### src/rtl/pfla_pkg.sv
`timescale 1ns / 1ps
package pfla_pkg;

    localparam int unsigned POOL_BYTES_DEF    = 2048 * 1024;
    localparam int unsigned MAX_SEGMENTS_DEF  = 64;
    localparam int unsigned GRANULE_BYTES_DEF = 32;
    localparam int unsigned HEADER_BYTES      = 4;

    localparam int unsigned OPC_W  = 2;
    localparam int unsigned REQ_W  = 22;
    localparam int unsigned ADDR_W = 21;
    localparam int unsigned SIZE_W = 22;
    localparam int unsigned STAT_W = 2;

    localparam logic [OPC_W-1:0] OP_ALLOC  = 2'd0;
    localparam logic [OPC_W-1:0] OP_FREE   = 2'd1;
    localparam logic [OPC_W-1:0] OP_DEFRAG = 2'd2;
    localparam logic [OPC_W-1:0] OP_UNUSED = 2'd3;

    localparam logic [STAT_W-1:0] ST_OK    = 2'd0;
    localparam logic [STAT_W-1:0] ST_NOFIT = 2'd1;
    localparam logic [STAT_W-1:0] ST_FULL  = 2'd2;

    typedef struct packed {
        logic [OPC_W-1:0]  opcode;
        logic [REQ_W-1:0]  request_bytes;
        logic [ADDR_W-1:0] release_address;
        logic [SIZE_W-1:0] release_size;
    } t_cmd;

    typedef struct packed {
        logic [STAT_W-1:0] status;
        logic [ADDR_W-1:0] grant_address;
        logic [SIZE_W-1:0] grant_size;
        logic [SIZE_W-1:0] free_bytes;
    } t_result;

    typedef enum logic [3:0] {
        S_INIT,
        S_IDLE,
        S_AS_RD,
        S_AS_CMP,
        S_FS_RD,
        S_FS_CMP,
        S_DI_RD,
        S_DI_GET,
        S_DJ_RD,
        S_DJ_CMP,
        S_RM_RD,
        S_RM_WR,
        S_IN_RD,
        S_IN_WR,
        S_DONE
    } t_state;

endpackage

### src/rtl/pfla_ram.sv
`timescale 1ns / 1ps
module pfla_ram #(
    parameter int unsigned WIDTH = 8,
    parameter int unsigned DEPTH = 16
) (
    input  logic                     i_clk,
    input  logic                     i_we,
    input  logic [$clog2(DEPTH)-1:0] i_waddr,
    input  logic [WIDTH-1:0]         i_wdata,
    input  logic [$clog2(DEPTH)-1:0] i_raddr,
    output logic [WIDTH-1:0]         o_rdata
);

    logic [WIDTH-1:0] r_mem [DEPTH];

    always_ff @(posedge i_clk) begin
        if (i_we) begin
            r_mem[i_waddr] <= i_wdata;
        end
        o_rdata <= r_mem[i_raddr];
    end

endmodule

### src/rtl/pool_free_list_allocator_core.sv
`timescale 1ns / 1ps
// Best-fit pool allocator over a segment table held in a dual-port RAM. One command is
// taken when start is high and busy low; its result appears on o_result for exactly one
// cycle with o_done high and cannot be held off. After reset busy stays high for one cycle
// while the table's first entry is written. Every table read is registered in the RAM, so
// each entry scanned takes a read state and then a compare state: allocate and free scan the
// table entry by entry, then shift entries one at a time when an entry is removed or
// inserted; defragment rescans the table from the top after each merge.
module pool_free_list_allocator_core #(
    parameter int unsigned POOL_BYTES    = pfla_pkg::POOL_BYTES_DEF,
    parameter int unsigned MAX_SEGMENTS  = pfla_pkg::MAX_SEGMENTS_DEF,
    parameter int unsigned GRANULE_BYTES = pfla_pkg::GRANULE_BYTES_DEF
) (
    input  logic              i_clk,
    input  logic              i_rst_n,
    input  logic              start,
    output logic              busy,
    input  pfla_pkg::t_cmd    i_cmd,
    output logic              o_done,
    output pfla_pkg::t_result o_result
);

    localparam int unsigned LG  = $clog2(GRANULE_BYTES);
    localparam int unsigned PG  = POOL_BYTES / GRANULE_BYTES;
    localparam int unsigned GW  = $clog2(PG + 1);
    localparam int unsigned BW  = $clog2(PG);
    localparam int unsigned EW  = BW + GW;
    localparam int unsigned IW  = $clog2(MAX_SEGMENTS);
    localparam int unsigned CW  = $clog2(MAX_SEGMENTS + 1);
    localparam int unsigned FTW = $clog2(POOL_BYTES + 1);
    localparam int unsigned SUMW = pfla_pkg::REQ_W + 1;
    localparam int unsigned NW  = SUMW - LG;
    localparam int unsigned SW  = pfla_pkg::SIZE_W - LG;
    localparam int unsigned XW0 = (GW + 1 > NW) ? GW + 1 : NW;
    localparam int unsigned XW  = ((XW0 > SW) ? XW0 : SW) + 1;
    localparam int unsigned TW  = (FTW > SUMW ? FTW : SUMW) + 1;

    pfla_pkg::t_state r_state, n_state;
    logic [CW-1:0]   r_i, n_i, r_k, n_k, r_count, n_count, r_best, n_best;
    logic [FTW-1:0]  r_free, n_free;
    logic [pfla_pkg::OPC_W-1:0] r_op, n_op;
    logic [NW-1:0]   r_need, n_need;
    logic [BW-1:0]   r_g, n_g;
    logic [SW-1:0]   r_n, n_n;
    logic            r_have, n_have;
    logic [GW-1:0]   r_bestg, n_bestg;
    logic [BW-1:0]   r_bestbase, n_bestbase;
    logic [BW-1:0]   r_curbase, n_curbase;
    logic [GW-1:0]   r_curg, n_curg;
    logic [pfla_pkg::STAT_W-1:0] r_status, n_status;
    logic [pfla_pkg::ADDR_W-1:0] r_gaddr, n_gaddr;
    logic [pfla_pkg::SIZE_W-1:0] r_gsize, n_gsize;

    logic          ram_we;
    logic [IW-1:0] ram_waddr, ram_raddr;
    logic [EW-1:0] ram_wdata, ram_rdata;
    logic [BW-1:0] rd_base;
    logic [GW-1:0] rd_gran;

    logic [SUMW-1:0] req_sum;
    logic [SUMW-1:0] bytes;
    logic [TW-1:0]   free_plus_t;
    logic [FTW-1:0]  free_plus, free_minus;
    logic [GW-1:0]   n_clip;

    pfla_ram #(.WIDTH(EW), .DEPTH(MAX_SEGMENTS)) u_ram (
        .i_clk   (i_clk),
        .i_we    (ram_we),
        .i_waddr (ram_waddr),
        .i_wdata (ram_wdata),
        .i_raddr (ram_raddr),
        .o_rdata (ram_rdata)
    );

    assign rd_base = ram_rdata[GW +: BW];
    assign rd_gran = ram_rdata[GW-1:0];

    assign req_sum = SUMW'(i_cmd.request_bytes) + SUMW'(pfla_pkg::HEADER_BYTES)
                     + SUMW'(GRANULE_BYTES - 1);
    assign bytes   = SUMW'(r_need) << LG;

    // free_total update, saturating both ways
    assign free_plus_t = TW'(r_free) + (TW'(r_n) << LG);
    assign free_plus   = (free_plus_t > TW'(POOL_BYTES)) ? FTW'(POOL_BYTES)
                                                         : FTW'(free_plus_t);
    assign free_minus  = (TW'(r_free) > TW'(bytes)) ? FTW'(TW'(r_free) - TW'(bytes))
                                                    : '0;
    assign n_clip = (XW'(r_n) > XW'(PG)) ? GW'(PG) : GW'(r_n);

    always_ff @(posedge i_clk) begin
        if (!i_rst_n) begin
            r_state <= pfla_pkg::S_INIT;
            r_count <= CW'(1);
            r_free  <= FTW'(POOL_BYTES);
        end else begin
            r_state <= n_state;
            r_count <= n_count;
            r_free  <= n_free;
        end
        r_i        <= n_i;
        r_k        <= n_k;
        r_best     <= n_best;
        r_op       <= n_op;
        r_need     <= n_need;
        r_g        <= n_g;
        r_n        <= n_n;
        r_have     <= n_have;
        r_bestg    <= n_bestg;
        r_bestbase <= n_bestbase;
        r_curbase  <= n_curbase;
        r_curg     <= n_curg;
        r_status   <= n_status;
        r_gaddr    <= n_gaddr;
        r_gsize    <= n_gsize;
    end

    always_comb begin
        logic          v_have;
        logic [GW-1:0] v_bestg;
        logic [BW-1:0] v_bestbase;
        logic [CW-1:0] v_best;
        logic [GW-1:0] v_newg;
        logic [XW-1:0] v_sum;
        logic [GW-1:0] v_sat;

        n_state    = r_state;
        n_i        = r_i;
        n_k        = r_k;
        n_count    = r_count;
        n_best     = r_best;
        n_free     = r_free;
        n_op       = r_op;
        n_need     = r_need;
        n_g        = r_g;
        n_n        = r_n;
        n_have     = r_have;
        n_bestg    = r_bestg;
        n_bestbase = r_bestbase;
        n_curbase  = r_curbase;
        n_curg     = r_curg;
        n_status   = r_status;
        n_gaddr    = r_gaddr;
        n_gsize    = r_gsize;
        ram_we     = 1'b0;
        ram_waddr  = r_i[IW-1:0];
        ram_wdata  = '0;
        ram_raddr  = r_i[IW-1:0];
        v_have     = r_have;
        v_bestg    = r_bestg;
        v_bestbase = r_bestbase;
        v_best     = r_best;
        v_newg     = '0;
        v_sum      = '0;
        v_sat      = '0;

        unique case (r_state)
            pfla_pkg::S_INIT: begin
                ram_we    = 1'b1;
                ram_waddr = '0;
                ram_wdata = {BW'(0), GW'(PG)};
                n_state   = pfla_pkg::S_IDLE;
            end
            pfla_pkg::S_IDLE: begin
                if (start) begin
                    n_op     = i_cmd.opcode;
                    n_status = pfla_pkg::ST_OK;
                    n_gaddr  = '0;
                    n_gsize  = '0;
                    n_i      = '0;
                    n_have   = 1'b0;
                    n_need   = NW'(req_sum >> LG);
                    n_g      = BW'(i_cmd.release_address >> LG);
                    n_n      = SW'(i_cmd.release_size >> LG);
                    priority if (i_cmd.opcode == pfla_pkg::OP_ALLOC) begin
                        if (r_count == '0) begin
                            n_status = pfla_pkg::ST_NOFIT;
                            n_state  = pfla_pkg::S_DONE;
                        end else begin
                            n_state  = pfla_pkg::S_AS_RD;
                        end
                    end else if (i_cmd.opcode == pfla_pkg::OP_FREE) begin
                        if (SW'(i_cmd.release_size >> LG) == '0) begin
                            n_state = pfla_pkg::S_DONE;
                        end else if (r_count == '0) begin
                            n_k     = '0;
                            n_state = pfla_pkg::S_IN_RD;
                        end else begin
                            n_state = pfla_pkg::S_FS_RD;
                        end
                    end else if (i_cmd.opcode == pfla_pkg::OP_DEFRAG) begin
                        n_state = (r_count == '0) ? pfla_pkg::S_DONE : pfla_pkg::S_DI_RD;
                    end else begin
                        n_state = pfla_pkg::S_DONE;
                    end
                end
            end
            pfla_pkg::S_AS_RD: begin
                n_state = pfla_pkg::S_AS_CMP;
            end
            pfla_pkg::S_AS_CMP: begin
                if (XW'(rd_gran) == XW'(r_need)) begin
                    n_gaddr = pfla_pkg::ADDR_W'(pfla_pkg::ADDR_W'(rd_base) << LG);
                    n_gsize = pfla_pkg::SIZE_W'(bytes);
                    n_free  = free_minus;
                    n_k     = r_i;
                    n_state = pfla_pkg::S_RM_RD;
                end else begin
                    if (XW'(rd_gran) > XW'(r_need) && (!r_have || rd_gran < r_bestg)) begin
                        v_have     = 1'b1;
                        v_bestg    = rd_gran;
                        v_bestbase = rd_base;
                        v_best     = r_i;
                    end
                    n_have     = v_have;
                    n_bestg    = v_bestg;
                    n_bestbase = v_bestbase;
                    n_best     = v_best;
                    n_i        = r_i + CW'(1);
                    if (r_i + CW'(1) == r_count) begin
                        if (!v_have) begin
                            n_status = pfla_pkg::ST_NOFIT;
                        end else begin
                            // carve from the tail of the best segment
                            v_newg    = GW'(XW'(v_bestg) - XW'(r_need));
                            ram_we    = 1'b1;
                            ram_waddr = v_best[IW-1:0];
                            ram_wdata = {v_bestbase, v_newg};
                            n_gaddr   = pfla_pkg::ADDR_W'(
                                            pfla_pkg::ADDR_W'(BW'(XW'(v_bestbase) + XW'(v_newg)))
                                            << LG);
                            n_gsize   = pfla_pkg::SIZE_W'(bytes);
                            n_free    = free_minus;
                        end
                        n_state = pfla_pkg::S_DONE;
                    end else begin
                        n_state = pfla_pkg::S_AS_RD;
                    end
                end
            end
            pfla_pkg::S_FS_RD: begin
                n_state = pfla_pkg::S_FS_CMP;
            end
            pfla_pkg::S_FS_CMP: begin
                if (XW'(rd_base) + XW'(rd_gran) == XW'(r_g)) begin
                    v_sum     = XW'(rd_gran) + XW'(r_n);
                    v_sat     = (v_sum > XW'(PG)) ? GW'(PG) : GW'(v_sum);
                    ram_we    = 1'b1;
                    ram_wdata = {rd_base, v_sat};
                    n_free    = free_plus;
                    n_state   = pfla_pkg::S_DONE;
                end else begin
                    n_i = r_i + CW'(1);
                    if (r_i + CW'(1) == r_count) begin
                        if (r_count >= CW'(MAX_SEGMENTS)) begin
                            n_status = pfla_pkg::ST_FULL;
                            n_state  = pfla_pkg::S_DONE;
                        end else begin
                            n_k     = r_count;
                            n_state = pfla_pkg::S_IN_RD;
                        end
                    end else begin
                        n_state = pfla_pkg::S_FS_RD;
                    end
                end
            end
            pfla_pkg::S_IN_RD: begin
                if (r_k == '0) begin
                    ram_we    = 1'b1;
                    ram_waddr = '0;
                    ram_wdata = {r_g, n_clip};
                    n_count   = r_count + CW'(1);
                    n_free    = free_plus;
                    n_state   = pfla_pkg::S_DONE;
                end else begin
                    ram_raddr = IW'(r_k - CW'(1));
                    n_state   = pfla_pkg::S_IN_WR;
                end
            end
            pfla_pkg::S_IN_WR: begin
                ram_we    = 1'b1;
                ram_waddr = r_k[IW-1:0];
                ram_wdata = ram_rdata;
                n_k       = r_k - CW'(1);
                n_state   = pfla_pkg::S_IN_RD;
            end
            pfla_pkg::S_RM_RD: begin
                if (r_k + CW'(1) >= r_count) begin
                    n_count = r_count - CW'(1);
                    if (r_op == pfla_pkg::OP_DEFRAG) begin
                        n_i     = '0;
                        n_state = pfla_pkg::S_DI_RD;
                    end else begin
                        n_state = pfla_pkg::S_DONE;
                    end
                end else begin
                    ram_raddr = IW'(r_k + CW'(1));
                    n_state   = pfla_pkg::S_RM_WR;
                end
            end
            pfla_pkg::S_RM_WR: begin
                ram_we    = 1'b1;
                ram_waddr = r_k[IW-1:0];
                ram_wdata = ram_rdata;
                n_k       = r_k + CW'(1);
                n_state   = pfla_pkg::S_RM_RD;
            end
            pfla_pkg::S_DI_RD: begin
                n_state = pfla_pkg::S_DI_GET;
            end
            pfla_pkg::S_DI_GET: begin
                n_curbase = rd_base;
                n_curg    = rd_gran;
                n_k       = '0;
                n_state   = pfla_pkg::S_DJ_RD;
            end
            pfla_pkg::S_DJ_RD: begin
                ram_raddr = r_k[IW-1:0];
                n_state   = pfla_pkg::S_DJ_CMP;
            end
            pfla_pkg::S_DJ_CMP: begin
                if (r_k != r_i && XW'(rd_base) == XW'(r_curbase) + XW'(r_curg)) begin
                    v_sum     = XW'(r_curg) + XW'(rd_gran);
                    v_sat     = (v_sum > XW'(PG)) ? GW'(PG) : GW'(v_sum);
                    ram_we    = 1'b1;
                    ram_waddr = r_i[IW-1:0];
                    ram_wdata = {r_curbase, v_sat};
                    n_state   = pfla_pkg::S_RM_RD;
                end else begin
                    n_k = r_k + CW'(1);
                    if (r_k + CW'(1) == r_count) begin
                        n_i     = r_i + CW'(1);
                        n_state = (r_i + CW'(1) == r_count) ? pfla_pkg::S_DONE
                                                            : pfla_pkg::S_DI_RD;
                    end else begin
                        n_state = pfla_pkg::S_DJ_RD;
                    end
                end
            end
            pfla_pkg::S_DONE: begin
                n_state = pfla_pkg::S_IDLE;
            end
            default: begin
                n_state = pfla_pkg::S_IDLE;
            end
        endcase
    end

    assign busy   = (r_state != pfla_pkg::S_IDLE);
    assign o_done = (r_state == pfla_pkg::S_DONE);
    assign o_result.status        = r_status;
    assign o_result.grant_address = r_gaddr;
    assign o_result.grant_size    = r_gsize;
    assign o_result.free_bytes    = pfla_pkg::SIZE_W'(r_free);

    a_count_bound: assert property (@(posedge i_clk) disable iff (!i_rst_n)
        r_count <= CW'(MAX_SEGMENTS))
        else $error("segment count above table depth");

    a_free_bound: assert property (@(posedge i_clk) disable iff (!i_rst_n)
        r_free <= FTW'(POOL_BYTES))
        else $error("free total above pool size");

    a_start_busy: assert property (@(posedge i_clk) disable iff (!i_rst_n)
        (start && !busy) |=> busy)
        else $error("command taken but block not busy");

    a_done_once: assert property (@(posedge i_clk) disable iff (!i_rst_n)
        o_done |=> !o_done && !busy)
        else $error("result beat not single cycle");

endmodule
### config.mk
export PLATFORM = sky130hd
export DESIGN_NAME = pool_free_list_allocator_core
export DESIGN_NICKNAME = d
export VERILOG_FILES = /design/src/rtl/pfla_pkg.sv /design/src/rtl/pfla_ram.sv /design/src/rtl/pool_free_list_allocator_core.sv
export SDC_FILE = /design/constraint.sdc
export NUM_CORES = 2
export LEC_CHECK = 0
export BUFFER_PORTS_ARGS = -buffer_cell sky130_fd_sc_hd__buf_2
export CAP_MARGIN = 20
export CORE_AREA = 2 2 366 514
export DETAILED_ROUTE_END_ITERATION = 12
export DIE_AREA = 0 0 368 516
export HOLD_SLACK_MARGIN = 0.02
export PLACE_DENSITY_LB_ADDON = 0.1
export RECOVER_POWER = 25
export SKIP_LAST_GASP = 1
export SYNTH_ARGS = -nofsm -noshare
export SYNTH_HDL_FRONTEND = slang
export SYNTH_SLANG_ARGS = --single-unit
### constraint.sdc
create_clock -name i_clk -period 9.3 [get_ports i_clk]
set_input_delay 0.465 -clock i_clk [delete_from_list [all_inputs] [get_ports i_clk]]
set_output_delay 0.465 -clock i_clk [all_outputs]
set_load 0.005 [all_outputs]
Word-level counts from Yosys, hierarchy flattened
Memories as Yosys holds them, arrays and structs flattened. A register that Yosys moved wholly into a read port is not among the register bits.
Cells that the tools add are included.
- register bits: 218
- memory bits (read-only): 0
- bits in writable memories: 2112
- word-level logic and storage cells: 225
- input bits: 70
- memories: 1
- latch bits: 0
- memory list (name ; words ; width ; read ports ; clocked after Yosys merged registers in ; wr ports ; line ; text):
    u_ram.r_mem ; 64 ; 33 ; 1 ; 1 ; 1 ; pfla_ram.sv:14 ; logic [WIDTH-1:0] r_mem [DEPTH];
- multiplexer cells: 110
- multiply operators: 0
- order comparisons: 9
- shift-type cells: 0
- div/mod/pow operators: 0
- bitwise operators: 1
- add/sub/neg operators: 15
- reduce and logical (&&, ||, !) cells: 26
- equality and inequality tests: 45
- operators by type and width (cell ; number):
    22-bit 2-to-1 mux ; 11
    33-bit 2-to-1 mux ; 6
    33-bit one-hot mux with 6 select lines ; 1
    7-bit 2-to-1 mux ; 19
    17-bit 2-to-1 mux ; 6
    21-bit 2-to-1 mux ; 4
    4-bit 2-to-1 mux ; 17
    22-bit one-hot mux with 3 select lines ; 1
    4-bit one-hot mux with 13 select lines ; 1
    7-bit one-hot mux with 7 select lines ; 1
    16-bit 2-to-1 mux ; 3
    22-bit one-hot mux with 2 select lines ; 1
    6-bit 2-to-1 mux ; 7
    21-bit one-hot mux with 2 select lines ; 1
    2-bit inequality test, second input constant ; 19
    16-bit by 17-bit adder with 18-bit output ; 2
    17-bit by 17-bit adder with 18-bit output ; 2
    18-bit by 17-bit > comparator with 1-bit output, second input constant ; 2
    7-bit one-hot mux with 5 select lines ; 1
    4-bit == test, second input constant ; 7
    6-bit one-hot mux with 4 select lines ; 1
    22-bit by 22-bit adder with 23-bit output ; 1
    22-bit by 3-bit adder with 23-bit output, second input constant ; 1
    23-bit by 5-bit adder with 23-bit output, second input constant ; 1
    51 further kinds ; 90

Depth between registers and ports, before layout
- depth after elaboration: 12
- mapped depth: 33
- mapped depth without buffers: 29

Hierarchy
Synthesis repeated with hierarchy kept, for this count alone.
- cell total of the unflattened synthesis: 5594
- area total of the unflattened synthesis: 99123.8 sq um
- by module, submodules not included (module ; area each (sq um) ; cells an instance ; times used ; seq. area each (sq um)):
    pfla_ram ; 81094.0 ; 3610 ; 1 ; 64081.5
    pool_free_list_allocator_core ; 18029.8 ; 1984 ; 1 ; 5815.6

Worst setup path after synthesis
No wires, ideal clock.
- path kind: register to register
- start: register u_ram.o_rdata[16], read port of u_ram.r_mem
- end: memory u_ram.r_mem[0][16] (netlist bit) (data pin)
- period minus slack after synthesis: 7.905 ns
- library setup time: 0.541 ns
- path slack: 1.395 ns
- required time: 8.759 ns
- cell stages (with the launch flop): 28
- arrival: 7.363 ns
- buffers on the path: 4
- cells stage by stage: dfxtp_1 -> ha_1 -> nand2_1 -> or3_1 -> nor4_2 -> or3_1 -> nand2_1 -> nand3_1 -> buf_2 -> buf_2 -> buf_1 -> buf_2 -> nor2_1 -> a21oi_1 -> ha_1 -> inv_1 -> fa_1 -> a21oi_1 -> o21ai_0 -> or4_1 -> a31o_2 -> a21o_1 -> nand2_1 -> a211o_1 -> o21a_1 -> o21a_1 -> xnor2_1 -> o211ai_1
- longest elaborated chain between the ends: 11
- elaborated cells between the ends (all ways): 26
- those cells by class: add/sub (4); order compare (4); eq/ne (2); mux (14); reduce/logical (2)
- ends and longest elaborated chain (item ; line ; text):
    start: declaration ; pfla_ram.sv:11 ; output logic [WIDTH-1:0] o_rdata
    17-bit < comparator ; pool_free_list_allocator_core.sv:208 ; if (XW'(rd_gran) > XW'(r_need) && (!r_have || rd_gran < r_bestg)) begin
    1-bit logical OR ; pool_free_list_allocator_core.sv:208 ;
    1-bit logical AND ; pool_free_list_allocator_core.sv:208 ;
    17-bit 2-to-1 mux ; pool_free_list_allocator_core.sv:208 ;
    17-bit 2-to-1 mux ; pool_free_list_allocator_core.sv:201 ; if (XW'(rd_gran) == XW'(r_need)) begin
    17-bit 2-to-1 mux ; pool_free_list_allocator_core.sv:156 ; unique case (r_state)
    17-bit subtractor ; pool_free_list_allocator_core.sv:224 ; v_newg = GW'(XW'(v_bestg) - XW'(r_need));
    33-bit 2-to-1 mux ; pool_free_list_allocator_core.sv:220 ; if (!v_have) begin
    33-bit 2-to-1 mux ; pool_free_list_allocator_core.sv:219 ; if (r_i + CW'(1) == r_count) begin
    33-bit 2-to-1 mux ; pool_free_list_allocator_core.sv:201 ;
    33-bit one-hot mux with 6 select lines * ; pool_free_list_allocator_core.sv:156 ;
    via ram_wdata[16] ; pool_free_list_allocator_core.sv:56 ; logic [EW-1:0] ram_wdata, ram_rdata;
    end: declaration ; pfla_ram.sv:14 ;
Mark *: on every way through the listed nets, which the timed path passes. The rest lies on a longest branch. The select of a mux whose other input is x is not followed.

Worst setup path after layout
- start: register r_state[0]
- end: memory u_ram.r_mem[26][20] (netlist bit), enable pin
- longest elaborated chain between the ends: 5
- elaborated cells between the ends (all ways): 13
- those cells by class: eq/ne (6); mux (4); reduce/logical (3)
- ends and longest elaborated chain (item ; line ; text):
    start: declaration ; pool_free_list_allocator_core.sv:38 ; pfla_pkg::t_state r_state, n_state;
    start signal: assignment ; pool_free_list_allocator_core.sv:92 ; r_state <= pfla_pkg::S_INIT;
    start signal: assignment ; pool_free_list_allocator_core.sv:96 ; r_state <= n_state;
    4-bit == test / 4-bit logical NOT (equally long branches) ; pool_free_list_allocator_core.sv:156 ;
    3-bit OR reduction (no source line) ; n/a ;
    1-bit one-hot mux with 5 select lines ; pool_free_list_allocator_core.sv:156 ;
    1-bit 2-to-1 mux ; pfla_ram.sv:17 ; if (i_we) begin
    1-bit 2-to-1 mux (implied by the code) ; pfla_ram.sv:18 ; r_mem[i_waddr] <= i_wdata;
Parallel ways exist; a longest one is shown, timed or not.

==> reports/metrics.yaml <==
layout:
  area_growth_syn_to_layout_pct: 12.0
  nFillCells: 14019
  fin_util_pct: 61.5
  mostFrequentLayoutCells: "2287 x edfxtp_1, 1588 x nand2_1, 507 x nand3_1, 348 x a21oi_1, 223 x clkbuf_16"
  drive_gt1_share_pct: 10.7
  layout_commonest_cell: "edfxtp_1"
  nNetsFinal: 8170
placement:
  io_buffer_count: 113
  post-place-ws_ps: 1660
  place_congestion: 0.945
  dp_hpwl_um: 211000
drt:
  detail_route.wl_per_cell_um: 31.4
  finalWirelength_um: 332000
  via_per_inst: 6.46
  drc: 0
  drtIter0Drc: 8156
  vias: 68109
  drtAntennaViolNets: 0
  first_pass_iters: 8
sta:
  finalWorstSetupSlack_ps: 402
  fin_crit_sh_pct: 95.7
  hold_slack_ps: 139
  fin_skew_ps: 82.6
  fin_tns_setup_ps: 0
  finalCriticalPeriod_ps: 8900
  max_freq_ghz: 0.112
  finalHoldViolCount: 0
  rsz0062_at_grt: "no"
  max_slew.worst_pin.slew_ps: 3280
  slew_headroom_pct: -120
  setup_violations: 0
  slew_violations: 410
worst_hold_path:
  hold_depth: 3
  holdCritStartpoint: "i_cmd[46]"
  min_path_type: "in -> reg"
  hold_path_end: "r_need[0]"
pwr:
  p_leak_nw: 37.9
  p_int_mw: 18.1
  p_total_mw: 25.4
  switching_share_pct: 28.6
  power.switching_mw: 7.27
  power_density_mw_per_mm2: 224
  ir_drop_mv: 0.165
  combPwrFrac_pct: 18.1
  p_seq_share_pct: 47.2
  clkPwrFrac_pct: 34.7
die:
  rows: 187
  coreArea_mm2: 0.185
  die_x_um: 368
  die_h_um: 516
  die_area_mm2: 0.190
  initial_core_util_pct: 54.9
  boundaryPins: 139
clock_tree:
  cts_setup_buffers: 0
  htreeDepth: 4
  clk_pin_slew_ps: 60
  cts_hold_buf: 62
  cts_made_buffers: 222
  cts_tree: "done"
  clock-sinks: 2348
  postCtsResizedCells: 0
  clkLatencyLatePin_ps: 910
  cts-root-buf: "clkbuf_16"
  cts_max_path_buffers: 4
global_routing:
  antenna_found_initial: 16
  track_usage_pct: 34.5
  grt_pass1_vias: 65718
  grt_max_degree: 106
  grt_pass1_wl_um: 469000
  grt_overflow: 0
yosys:
  avgSynthCellArea_um2: 13.3
  async_flop_share_pct: 0
  mappedNetlistArea_mm2: 0.101
  ys_types: 100
  synth-seq-cells: 2348
  syn_inst: 7640
  synth_edf_count: 2287
  synth_ff_type: "edfxtp_1"
  yosys_warnings: 0
  synth-seq-area-share_pct: 68.9
critical_path:
  crit_path_end_kind: "register"
  critical_path_class: "reg -> reg"
  reg2reg_slack_ps: 400
  worst-path-max-fanout: 25
  start_kind: "register"
  crit_required_ps: 9790
  reg2reg_depth: 13
  timing.rr.end: "u_ram.r_mem[26][20]"
  crit_arrival_ps: 9390
  r2r-start: "r_state[0]"
run_status:
  violations: "capacitance limit, slew limit"
  outcome: "finished, violations left"
job:
  drv_cap: 14
## area by class of cell
class                           count  area, um2  share of cell area [%]
Timing Repair Buffer              457       3440                    3.02
Inverter                          109        409                   0.360
Tap cell                         2457       3070                    2.71
Clock buffer                      263       5790                    5.10
Antenna cell                       10       25.0                  0.0220
Clock inverter                    131       1080                   0.953
Sequential cell                  2348      69900                    61.5
Multi-Input combinational cell   4773      29900                    26.3
## cell families after synthesis
group | share of synthesized area, %
simple gates | 12.7
flops | 68.9
compound gates | 7.95
buf+inv | 2.33
mux | 4.22
fa+ha+maj | 2.40
xor+xnor | 1.53
other cells | 0.00370
## critical path, stage by stage, from the launching register on
cell	delay, ps
dfxtp_1	790
nor4bb_1	280
clkbuf_1	820
nor4b_1	830
and3_1	280
nand4_1	80
or4_1	400
or4_1	480
o31ai_1	1420
nand3b_1	560
and2_0	390
nand2_2	320
nor2_1	1100
buf_4	690
## synth_stat cells (30+ instances only)
library cell	number	share of area, %
a21oi_1	349	1.7
clkbuf_1	170	0.63
a21o_1	52	0.38
buf_4	39	0.29
and3_1	110	0.68
nand4_1	64	0.39
xnor2_1	108	0.93
a31oi_1	149	0.92
a32oi_1	38	0.33
dfxtp_1	61	1.2
inv_1	107	0.40
edfxtp_1	2287	68
buf_1	53	0.20
a22oi_1	44	0.33
nor2_1	264	0.98
mux2i_1	146	1.4
nor3_1	118	0.58
o22ai_1	52	0.32
nor2b_1	33	0.20
nor4_1	41	0.25
ha_1	180	2.2
a211oi_1	30	0.22
nand3_1	513	2.5
nand2b_1	31	0.19
o21ai_0	143	0.71
nand2_1	1598	5.9
mux2_2	38	0.42
xor2_1	64	0.55
buf_2	160	0.79
mux4_2	106	2.4
## worst max-delay path by stage
stage	startpoint	end	slack (ps)	depth (start not counted)
finish	r_state[0]	u_ram.r_mem[26][20]	400	13
detailed placement	u_ram.o_rdata[9]	r_gaddr[19]	1660	26
floorplan	u_ram.o_rdata[16]	u_ram.r_mem[0][16]	1400	27
global placement	u_ram.o_rdata[9]	r_gaddr[19]	1740	26
global route	r_curbase[0]	u_ram.r_mem[20][31]	620	13
CTS	u_ram.o_rdata[9]	r_gaddr[19]	1660	26
## per-stage QoR
stage	cells	area (um2)
4_1_cts	10533	114000
3_5_place_dp	10077	106000
6_report	10548	114000
2_1_floorplan	7654	101000
5_1_grt	10545	114000
3_3_place_gp	10069	106000
## power groups by stage
stage               Clock, mW  Combinational [mW]  Sequential [mW]
floorplan                   0                2.85             12.1
global placement            0                4.54             12.2
detailed placement          0                4.56             12.2
CTS                      8.89                4.61             12.0
global route             9.26                4.93             12.0
finish                   8.81                4.61             12.0
## state kept, by name, summed over array words and instances (netlist names), 17 cells and up
name / cells
r_need: 18
r_gsize: 17
r_n: 17
r_free: 17
r_bestg: 17
r_curg: 17
u_ram.o_rdata: 33
u_ram.r_mem: 2112
## routing by layer
metal	vias up	global-route usage [%]	wire, um
met5	-	0	24
met3	916	5.31	28000
met2	3613	58.7	163000
li1	29458	-	-
met4	4	20.7	23800
met1	34118	41.6	117000
Power figures use the tool's default switching activity.
